**src/rtl/sedb_pkg.sv**
```systemverilog
// Shared types, constants and helper functions of the spike event delay buffer.
package sedb_pkg;

   localparam int RING_DEPTH      = 64;
   localparam int PTR_WIDTH       = $clog2(RING_DEPTH);
   localparam int CELL_WIDTH      = 16;
   localparam int TICK_WIDTH      = 20;
   localparam int TIME_WIDTH      = 48;
   localparam int ENTRY_WIDTH     = CELL_WIDTH + TIME_WIDTH;
   localparam int QUEUE_DEPTH     = 2;
   localparam int QPTR_WIDTH      = $clog2(QUEUE_DEPTH);
   localparam int QCOUNT_WIDTH    = $clog2(QUEUE_DEPTH + 1);
   localparam int CSR_INDEX_WIDTH = 1;

   localparam logic [CSR_INDEX_WIDTH-1:0] CSR_DELAY_TICKS = 1'd0;
   localparam logic [CSR_INDEX_WIDTH-1:0] CSR_FRAME_TICKS = 1'd1;

   typedef enum logic {
      OP_SPIKE     = 1'b0,
      OP_FRAME_END = 1'b1
   } op_type;

   typedef struct packed {
      op_type                  op;
      logic [CELL_WIDTH-1:0]   cell_id;
      logic [TICK_WIDTH-1:0]   stime;
   } item_type;

   typedef enum logic [1:0] {
      ST_IDLE,
      ST_READ,
      ST_EVAL,
      ST_FINISH
   } state_type;

   function automatic logic [PTR_WIDTH-1:0] ring_next(input logic [PTR_WIDTH-1:0] ptr);
      logic [PTR_WIDTH-1:0] result;
      if (ptr == PTR_WIDTH'(RING_DEPTH - 1)) begin
         result = '0;
      end else begin
         result = ptr + PTR_WIDTH'(1);
      end
      return result;
   endfunction

   function automatic logic [QPTR_WIDTH-1:0] queue_next(input logic [QPTR_WIDTH-1:0] ptr);
      logic [QPTR_WIDTH-1:0] result;
      if (ptr == QPTR_WIDTH'(QUEUE_DEPTH - 1)) begin
         result = '0;
      end else begin
         result = ptr + QPTR_WIDTH'(1);
      end
      return result;
   endfunction

endpackage

```
**src/rtl/sedb_ram.sv**
```systemverilog
// Generic single write port RAM with one registered read port.
module sedb_ram #(
   parameter int WIDTH = 8,
   parameter int DEPTH = 16
) (
   input  logic                     clock,
   input  logic                     wr_en,
   input  logic [$clog2(DEPTH)-1:0] wr_addr,
   input  logic [WIDTH-1:0]         wr_data,
   input  logic [$clog2(DEPTH)-1:0] rd_addr,
   output logic [WIDTH-1:0]         rd_data
);

   logic [WIDTH-1:0] mem_ff [DEPTH];
   logic [WIDTH-1:0] rd_data_ff;

   always_ff @(posedge clock) begin
      if (wr_en) begin
         mem_ff[wr_addr] <= wr_data;
      end
      rd_data_ff <= mem_ff[rd_addr];
   end

   assign rd_data = rd_data_ff;

endmodule

```
**src/rtl/sedb_front.sv**
```systemverilog
// Front end: accepts request transactions, classifies them and queues them.
module sedb_front (
   input  logic                             clock,
   input  logic                             reset,
   input  logic                             req_valid,
   output logic                             req_stall,
   input  logic                             req_kind,
   input  logic [sedb_pkg::CELL_WIDTH-1:0]  req_cell_id,
   input  logic [sedb_pkg::TICK_WIDTH-1:0]  req_spike_time,
   output logic                             q_valid,
   output sedb_pkg::item_type               q_item,
   input  logic                             q_pop
);
   import sedb_pkg::*;

   item_type                 entry_ff [QUEUE_DEPTH];
   logic [QPTR_WIDTH-1:0]    wr_ptr_ff, wr_ptr_in;
   logic [QPTR_WIDTH-1:0]    rd_ptr_ff, rd_ptr_in;
   logic [QCOUNT_WIDTH-1:0]  count_ff, count_in;
   logic                     push;
   item_type                 new_item;

   always_comb begin
      req_stall        = (count_ff == QCOUNT_WIDTH'(QUEUE_DEPTH));
      push             = req_valid && !req_stall;
      new_item.op      = op_type'(req_kind);
      new_item.cell_id = req_cell_id;
      new_item.stime   = req_spike_time;
      q_valid          = (count_ff != '0);
      q_item           = entry_ff[rd_ptr_ff];
      wr_ptr_in        = push ? queue_next(wr_ptr_ff) : wr_ptr_ff;
      rd_ptr_in        = q_pop ? queue_next(rd_ptr_ff) : rd_ptr_ff;
      count_in         = count_ff;
      if (push && !q_pop) begin
         count_in = count_ff + QCOUNT_WIDTH'(1);
      end else if (q_pop && !push) begin
         count_in = count_ff - QCOUNT_WIDTH'(1);
      end
   end

   always_ff @(posedge clock) begin
      if (reset) begin
         wr_ptr_ff <= '0;
         rd_ptr_ff <= '0;
         count_ff  <= '0;
      end else begin
         wr_ptr_ff <= wr_ptr_in;
         rd_ptr_ff <= rd_ptr_in;
         count_ff  <= count_in;
      end
   end

   always_ff @(posedge clock) begin
      if (push) begin
         entry_ff[wr_ptr_ff] <= new_item;
      end
   end

endmodule

```
**src/rtl/sedb_back.sv**
```systemverilog
// Back end: spike ring, frame drain sequencer, tick registers and result register.
module sedb_back (
   input  logic                                 clock,
   input  logic                                 reset,
   input  logic                                 csr_wr_en,
   input  logic [sedb_pkg::CSR_INDEX_WIDTH-1:0] csr_index,
   input  logic [sedb_pkg::TICK_WIDTH-1:0]      csr_wdata,
   input  logic                                 q_valid,
   input  sedb_pkg::item_type                   q_item,
   output logic                                 q_pop,
   output logic                                 rsp_valid,
   input  logic                                 rsp_stall,
   output logic [sedb_pkg::CELL_WIDTH-1:0]      rsp_cell_id_out,
   output logic [sedb_pkg::TICK_WIDTH-1:0]      rsp_time_in_frame,
   output logic                                 rsp_has_spike,
   output logic                                 rsp_last,
   output logic                                 rsp_overflow
);
   import sedb_pkg::*;

   state_type               state_ff, state_in;
   logic [TICK_WIDTH-1:0]   delay_ff, frame_ticks_ff;
   logic [PTR_WIDTH-1:0]    rp_ff, rp_in, wp_ff, wp_in;
   logic [TIME_WIDTH-1:0]   frame_start_ff, frame_start_in;
   logic                    dropped_ff, dropped_in;
   logic                    have_pend_ff, have_pend_in;
   logic [CELL_WIDTH-1:0]   pend_cell_ff, pend_cell_in;
   logic [TICK_WIDTH-1:0]   pend_rel_ff, pend_rel_in;
   logic                    rsp_valid_ff;
   logic [CELL_WIDTH-1:0]   out_cell_ff, out_cell_in;
   logic [TICK_WIDTH-1:0]   out_time_ff, out_time_in;
   logic                    out_has_ff, out_has_in;
   logic                    out_last_ff, out_last_in;
   logic                    out_ovf_ff;
   logic                    out_load;
   logic                    out_free;
   logic                    ram_we;
   logic [ENTRY_WIDTH-1:0]  ram_wdata;
   logic [ENTRY_WIDTH-1:0]  ram_rdata;
   logic [TIME_WIDTH-1:0]   due_time;
   logic [CELL_WIDTH-1:0]   head_cell;
   logic [TIME_WIDTH-1:0]   head_diff;
   logic                    head_due;
   logic [TICK_WIDTH-1:0]   head_rel;
   logic                    ring_full;

   sedb_ram #(
      .WIDTH (ENTRY_WIDTH),
      .DEPTH (RING_DEPTH)
   ) u_ring (
      .clock   (clock),
      .wr_en   (ram_we),
      .wr_addr (wp_ff),
      .wr_data (ram_wdata),
      .rd_addr (rp_ff),
      .rd_data (ram_rdata)
   );

   always_comb begin
      out_free  = !rsp_valid_ff || !rsp_stall;
      ring_full = (ring_next(wp_ff) == rp_ff);
      due_time  = frame_start_ff + TIME_WIDTH'(delay_ff) + TIME_WIDTH'(q_item.stime);
      ram_wdata = {q_item.cell_id, due_time};
      head_cell = ram_rdata[ENTRY_WIDTH-1:TIME_WIDTH];
      head_diff = ram_rdata[TIME_WIDTH-1:0] - frame_start_ff;
      head_due  = head_diff[TIME_WIDTH-1] || (head_diff < TIME_WIDTH'(frame_ticks_ff));
      head_rel  = head_diff[TIME_WIDTH-1] ? '0 : head_diff[TICK_WIDTH-1:0];
   end

   always_comb begin
      state_in = state_ff;
      case (state_ff)
         ST_IDLE: begin
            if (q_valid && (q_item.op == OP_FRAME_END)) begin
               state_in = ST_READ;
            end
         end
         ST_READ: begin
            state_in = (rp_ff == wp_ff) ? ST_FINISH : ST_EVAL;
         end
         ST_EVAL: begin
            if (!head_due) begin
               state_in = ST_FINISH;
            end else if (!have_pend_ff || out_free) begin
               state_in = ST_READ;
            end
         end
         ST_FINISH: begin
            if (out_free) begin
               state_in = ST_IDLE;
            end
         end
         default: state_in = ST_IDLE;
      endcase
   end

   always_comb begin
      q_pop          = 1'b0;
      ram_we         = 1'b0;
      rp_in          = rp_ff;
      wp_in          = wp_ff;
      dropped_in     = dropped_ff;
      frame_start_in = frame_start_ff;
      have_pend_in   = have_pend_ff;
      pend_cell_in   = pend_cell_ff;
      pend_rel_in    = pend_rel_ff;
      out_load       = 1'b0;
      out_cell_in    = pend_cell_ff;
      out_time_in    = pend_rel_ff;
      out_has_in     = 1'b1;
      out_last_in    = 1'b0;
      case (state_ff)
         ST_IDLE: begin
            if (q_valid) begin
               q_pop = 1'b1;
               if (q_item.op == OP_SPIKE) begin
                  if (ring_full) begin
                     dropped_in = 1'b1;
                  end else begin
                     ram_we = 1'b1;
                     wp_in  = ring_next(wp_ff);
                  end
               end else begin
                  have_pend_in = 1'b0;
               end
            end
         end
         ST_EVAL: begin
            if (head_due && (!have_pend_ff || out_free)) begin
               out_load     = have_pend_ff;
               pend_cell_in = head_cell;
               pend_rel_in  = head_rel;
               have_pend_in = 1'b1;
               rp_in        = ring_next(rp_ff);
            end
         end
         ST_FINISH: begin
            if (out_free) begin
               out_load       = 1'b1;
               out_last_in    = 1'b1;
               out_has_in     = have_pend_ff;
               if (!have_pend_ff) begin
                  out_cell_in = '0;
                  out_time_in = '0;
               end
               dropped_in     = 1'b0;
               frame_start_in = frame_start_ff + TIME_WIDTH'(frame_ticks_ff);
               have_pend_in   = 1'b0;
            end
         end
         default: begin
         end
      endcase
   end

   always_ff @(posedge clock) begin
      if (reset) begin
         state_ff       <= ST_IDLE;
         delay_ff       <= TICK_WIDTH'(1);
         frame_ticks_ff <= TICK_WIDTH'(1);
         rp_ff          <= '0;
         wp_ff          <= '0;
         frame_start_ff <= '0;
         dropped_ff     <= 1'b0;
         have_pend_ff   <= 1'b0;
         rsp_valid_ff   <= 1'b0;
      end else begin
         state_ff       <= state_in;
         rp_ff          <= rp_in;
         wp_ff          <= wp_in;
         frame_start_ff <= frame_start_in;
         dropped_ff     <= dropped_in;
         have_pend_ff   <= have_pend_in;
         rsp_valid_ff   <= out_load || (rsp_valid_ff && rsp_stall);
         if (csr_wr_en) begin
            case (csr_index)
               CSR_DELAY_TICKS: delay_ff       <= csr_wdata;
               CSR_FRAME_TICKS: frame_ticks_ff <= csr_wdata;
               default: begin
               end
            endcase
         end
      end
   end

   always_ff @(posedge clock) begin
      pend_cell_ff <= pend_cell_in;
      pend_rel_ff  <= pend_rel_in;
      if (out_load) begin
         out_cell_ff <= out_cell_in;
         out_time_ff <= out_time_in;
         out_has_ff  <= out_has_in;
         out_last_ff <= out_last_in;
         out_ovf_ff  <= dropped_ff;
      end
   end

   assign rsp_valid         = rsp_valid_ff;
   assign rsp_cell_id_out   = out_cell_ff;
   assign rsp_time_in_frame = out_time_ff;
   assign rsp_has_spike     = out_has_ff;
   assign rsp_last          = out_last_ff;
   assign rsp_overflow      = out_ovf_ff;

endmodule

```
**src/rtl/spike_event_delay_buffer_top.sv**
```systemverilog
// Top level of the spike event delay buffer.
//
//   Port group  Direction  Handshake           Contents
//   req_*       in         req_valid/stall     kind, cell_id, spike_time
//   rsp_*       out        rsp_valid/stall     cell_id_out, time_in_frame, has_spike,
//                                              last, overflow
//   csr_*       in         csr_wr_en           index 0 delay_ticks, 1 frame_ticks
//
// A spike transaction is stored or dropped in the cycle that takes it from the input queue.
// A frame end taken from the queue passes through ST_READ and ST_EVAL per drained spike, then
// ST_READ, plus ST_EVAL if a spike not yet due stays at the head, as the ring RAM read at the
// head pointer is registered, and ends in ST_FINISH; result stalls can hold EVAL and FINISH.
// The two-entry input queue accepts until it is full while the back end drains or waits.
// Synchronous reset empties the ring and queue and sets both tick registers to 1.
module spike_event_delay_buffer_top (
   input  logic                                 clock,
   input  logic                                 reset,
   input  logic                                 req_valid,
   output logic                                 req_stall,
   input  logic                                 req_kind,
   input  logic [sedb_pkg::CELL_WIDTH-1:0]      req_cell_id,
   input  logic [sedb_pkg::TICK_WIDTH-1:0]      req_spike_time,
   output logic                                 rsp_valid,
   input  logic                                 rsp_stall,
   output logic [sedb_pkg::CELL_WIDTH-1:0]      rsp_cell_id_out,
   output logic [sedb_pkg::TICK_WIDTH-1:0]      rsp_time_in_frame,
   output logic                                 rsp_has_spike,
   output logic                                 rsp_last,
   output logic                                 rsp_overflow,
   input  logic                                 csr_wr_en,
   input  logic [sedb_pkg::CSR_INDEX_WIDTH-1:0] csr_index,
   input  logic [sedb_pkg::TICK_WIDTH-1:0]      csr_wdata
);
   import sedb_pkg::*;

   logic     q_valid;
   item_type q_item;
   logic     q_pop;

   sedb_front u_front (
      .clock          (clock),
      .reset          (reset),
      .req_valid      (req_valid),
      .req_stall      (req_stall),
      .req_kind       (req_kind),
      .req_cell_id    (req_cell_id),
      .req_spike_time (req_spike_time),
      .q_valid        (q_valid),
      .q_item         (q_item),
      .q_pop          (q_pop)
   );

   sedb_back u_back (
      .clock             (clock),
      .reset             (reset),
      .csr_wr_en         (csr_wr_en),
      .csr_index         (csr_index),
      .csr_wdata         (csr_wdata),
      .q_valid           (q_valid),
      .q_item            (q_item),
      .q_pop             (q_pop),
      .rsp_valid         (rsp_valid),
      .rsp_stall         (rsp_stall),
      .rsp_cell_id_out   (rsp_cell_id_out),
      .rsp_time_in_frame (rsp_time_in_frame),
      .rsp_has_spike     (rsp_has_spike),
      .rsp_last          (rsp_last),
      .rsp_overflow      (rsp_overflow)
   );

endmodule

```
**config.mk**
```make
export PLATFORM = sky130hd
export DESIGN_NAME = spike_event_delay_buffer_top
export DESIGN_NICKNAME = d
export VERILOG_FILES = /design/src/rtl/sedb_pkg.sv /design/src/rtl/sedb_ram.sv /design/src/rtl/sedb_front.sv /design/src/rtl/sedb_back.sv /design/src/rtl/spike_event_delay_buffer_top.sv
export SDC_FILE = /design/constraint.sdc
export NUM_CORES = 2
export LEC_CHECK = 0
export BUFFER_PORTS_ARGS = -buffer_cell sky130_fd_sc_hd__buf_4
export CORE_AREA = 3 3 661 663
export CTS_BUF_LIST = sky130_fd_sc_hd__clkbuf_8
export DETAILED_ROUTE_END_ITERATION = 8
export DIE_AREA = 0 0 664 666
export PLACE_DENSITY_LB_ADDON = 0.1
export SYNTH_ARGS = -nofsm -noshare
export SYNTH_HDL_FRONTEND = slang
export SYNTH_HIERARCHICAL = 1
export SYNTH_MEMORY_MAX_BITS = 65536
export SYNTH_SLANG_ARGS = --single-unit
```
**constraint.sdc**
```tcl
create_clock -name clock -period 14.7 [get_ports clock]
set_clock_uncertainty 0.2 [all_clocks]
set_input_delay 0.735 -clock clock [delete_from_list [all_inputs] [get_ports clock]]
set_output_delay 0.735 -clock clock [all_outputs]
set_load 0.1 [all_outputs]
```
==> impl_metrics.toml <==
[die]
die_y_um = 666
rows = 241
fp.dieW_um = 664
core_area_um2 = 431000
start_util = 0.400
die_area_um2 = 442000
ioPinCount = 104

[placement]
io_buffers = 103
detailed_place_hpwl_um = 301000
routabilityCongestion = 0.835
postPlaceCellArea_um2 = 182000

[sta]
hold_violations = 0
tns_ns = 0
post-route-period-util = 0.534
rsz0062_at_grt = "false"
finalSetupViolCount = 0
worst_pin_slew_ns = 1.27
fmax_mhz = 127
slew-limit-headroom = 0.155
finalMaxSlewViolations = 0
hold_slack_ns = 0.144
fin_crit_ns = 7.86

[global_routing]
met1_usage = 0.358
gr-max-usage-layer = "met2"
grt_use_met2 = 0.387
grt_usage = 0.245
grt_max_degree = 109
use_met3 = 0.0381
grt_pass1_vias = 92666
antenna_found_initial = 32
gr-total-overflow = 0
grt_pass1_wl_um = 756000

[synth]
synthArstFlopShare = 0
yosys.area.top_type = "edfxtp_1"
ys_ff_latch = 4419
synthesis.area_um2 = 173000
yosysSeqAreaShare = 0.759
synth_cells = 8334
synth_area_leaders = "edfxtp_1 (74%), mux4_2 (13%), dfxtp_1 (2.0%)"
synth.distinct_cells = 83
synth_top_area_frac = 0.739
syn-num-nets = 8529
ys.flop_type = "edfxtp_1"
synth_edf_count = 4245
synth.avg_cell_area_um2 = 20.7
yosys_warnings = 6

[route]
drtPass1Iterations = 6
drtIter0Drc = 10599
num_vias = 91696
drcViolationCount = 0
drt-vias-per-instance = 5.92
ant_nets = 0
routed_wl_um = 548000
wl_per_cell_um = 35.4

[worst_setup_path]
worstPathArrival_ns = 8.57
cp-start-kind = "flop"
critPathMaxFanout = 64
cp.required_ns = 15.41
critPathCaptureType = "flop"
worstSetupPathType = "flop to flop"

[layout]
nNetsFinal = 9370
drive_gt1_frac = 0.264
synthToLayoutAreaGrowth_pct = 13.9
design_area_um2 = 196000
final_core_utilization = 0.456
fill_cells = 36583

[cts]
clk_path_buf_depth = 4
cts_max_level = 6
cts_resized = 0
cts_tree = "yes"
clockRootBuffer = "clkbuf_8"
numCtsBuffers = 744
clk_latency_ns = 1.28
cts_sinks = 4419
cts.clk_slew.worst_paths_ns = 0.06

[power_and_ir_drop]
combPwrFrac = 0.156
swShare = 0.275
internal_power_mw = 21.4
clockPowerShare = 0.338
power.density_nw_per_um2 = 150
power_leakage_nw = 61.2
p_sw_mw = 8.11
ir_worst_vdd_mv = 0.0958
pwr-share-seq = 0.506

[min_path]
hp-start = "csr_wdata[7]"
hold_path_class = "primary input to flop"

[status]
status = "finished clean"

[run]
drv_cap = 0
-- stage by stage --
step | std cells | total power, mW | worst slack (ns)
after CTS | 15464 | 29.9 | 6.97
after detailed placement | 14031 | 19.8 | 7.08
after floorplan | 8334 | 18.2 | 6.77
after global routing | 15471 | 30.8 | 6.54
after global placement | 14029 | 19.8 | 6.38
final | 15484 | 29.5 | 6.84
-- placed cells by master (no fill, tap or decap), drive strengths merged, types with 73 or more instances in the layout --
cell	netlist	final
a211oi	75	75
a21oi	147	147
a22o	88	88
a22oi	171	171
and3	80	80
buf	246	425
clkbuf	192	762
clkinv	4	236
dfxtp	174	174
dlygate4sd3	0	108
edfxtp	4245	4245
ha	109	109
inv	130	447
mux2i	142	142
mux4	1024	1024
nand2	256	256
nand3	107	107
nor2	253	253
o21ai	73	73
o22ai	84	84
xnor2	101	101
-- cell type report --
class,count,area [µm²],share of cell area
multi-input combinational,3343,40000,0.204
sequential,4419,131000,0.667
clock buffer,762,10500,0.0534
inverter,134,504,0.00257
tap,5710,7140,0.0364
antenna,20,50.0,0.000255
clock inverter,563,2810,0.0143
timing repair buffer,533,4470,0.0228
-- per-layer routing --
metal | wire length (µm) | vias up
li1 | - | 36451
met1 | 238000 | 50631
met2 | 258000 | 3887
met3 | 38900 | 723
met4 | 12900 | 4
met5 | 29 | -
-- cell usage after synthesis, drive strengths merged, types with 15 or more instances --
master	instances
o21a	15
a21oi	147
a31oi	36
nand3	107
nand2b	23
nand4	22
ha	109
nor2	253
a22o	88
xor2	23
o221ai	40
buf	246
and3	80
xnor2	101
o22ai	84
nor2b	66
a2bb2oi	20
a211oi	75
nand2	256
nor3	38
dfxtp	174
mux2	41
mux4	1024
or2	35
a22oi	171
o21ai	73
and2	50
a41oi	26
mux2i	142
inv	130
or3	40
a21o	22
edfxtp	4245
clkbuf	192
fa	23
-- final timing paths --
check | cells past startpoint | slack (ns) | to
setup / recovery | 22 | 6.84 | u_back/u_ring/mem_ff[26][23]
hold / removal | 4 | 0.14 | u_back/delay_ff[7]
setup reg to reg | 22 | 6.84 | u_back/u_ring/mem_ff[26][23]
hold reg to reg | 0 | 0.20 | u_back/pend_cell_ff[4]
-- power by group through the flow --
| stage | clock network, mW | logic, mW | registers, mW |
|---|---|---|---|
| after floorplan | 0 | 2.97 | 15.2 |
| after global placement | 0 | 4.57 | 15.2 |
| after detailed placement | 0 | 4.64 | 15.2 |
| after CTS | 10.2 | 4.67 | 15.0 |
| after global routing | 10.8 | 4.99 | 15.0 |
| final | 9.98 | 4.61 | 14.9 |
-- kinds of logic (layout without fill, tap and decap cells) --
group / count (synthesis) / in the layout / synth area share
AO/OA/AOI/OAI: 877 / 877 / 0.0362
XOR/XNOR: 124 / 124 / 0.00629
adder cells (fa/ha/maj): 132 / 132 / 0.0106
buffers and inverters: 572 / 1992 / 0.0150
flip-flops: 4419 / 4419 / 0.759
multiplexers: 1207 / 1207 / 0.145
other: 0 / 20 / 0
AND/OR/NAND/NOR: 1003 / 1003 / 0.0284
-- sequential cells by signal, indices dropped and copies added (netlist names), 20 cells and up, named ones only --
| register | cells |
|---|---|
| u_back/rsp_time_in_frame | 20 |
| u_back/frame_start_ff | 48 |
| u_back/u_ring/rd_data | 64 |
| u_back/frame_ticks_ff | 20 |
| u_front/entry_ff | 74 |
| u_back/u_ring/mem_ff | 4096 |
| u_back/pend_rel_ff | 20 |
| u_back/delay_ff | 20 |
-- worst max-delay path: stages (launching register included) --
cell and delay (ns):
dfxtp_2 0.34, buf_4 0.61, mux2_2 0.43, fa_1 0.54
ha_2 0.18, inv_1 0.06, fa_1 0.42, nor2b_1 0.14
o21ai_0 0.12, a21boi_0 0.39, o21ai_0 0.20, a21boi_0 0.45
o21ai_0 0.14, nand2b_1 0.27, a211oi_1 0.20, o311ai_0 0.66
buf_4 0.26, a21oi_1 0.10, o21a_2 0.40, buf_12 0.25
nor3_1 0.27, xnor2_2 0.15, buf_4 0.54
-- repair_timing --
action | in CTS | in global routing
hold buffers | 108 | 0
hold endpoints to repair | 149 | 0
buffers inserted | 0 | 0
(Power assumes the default switching activity.)
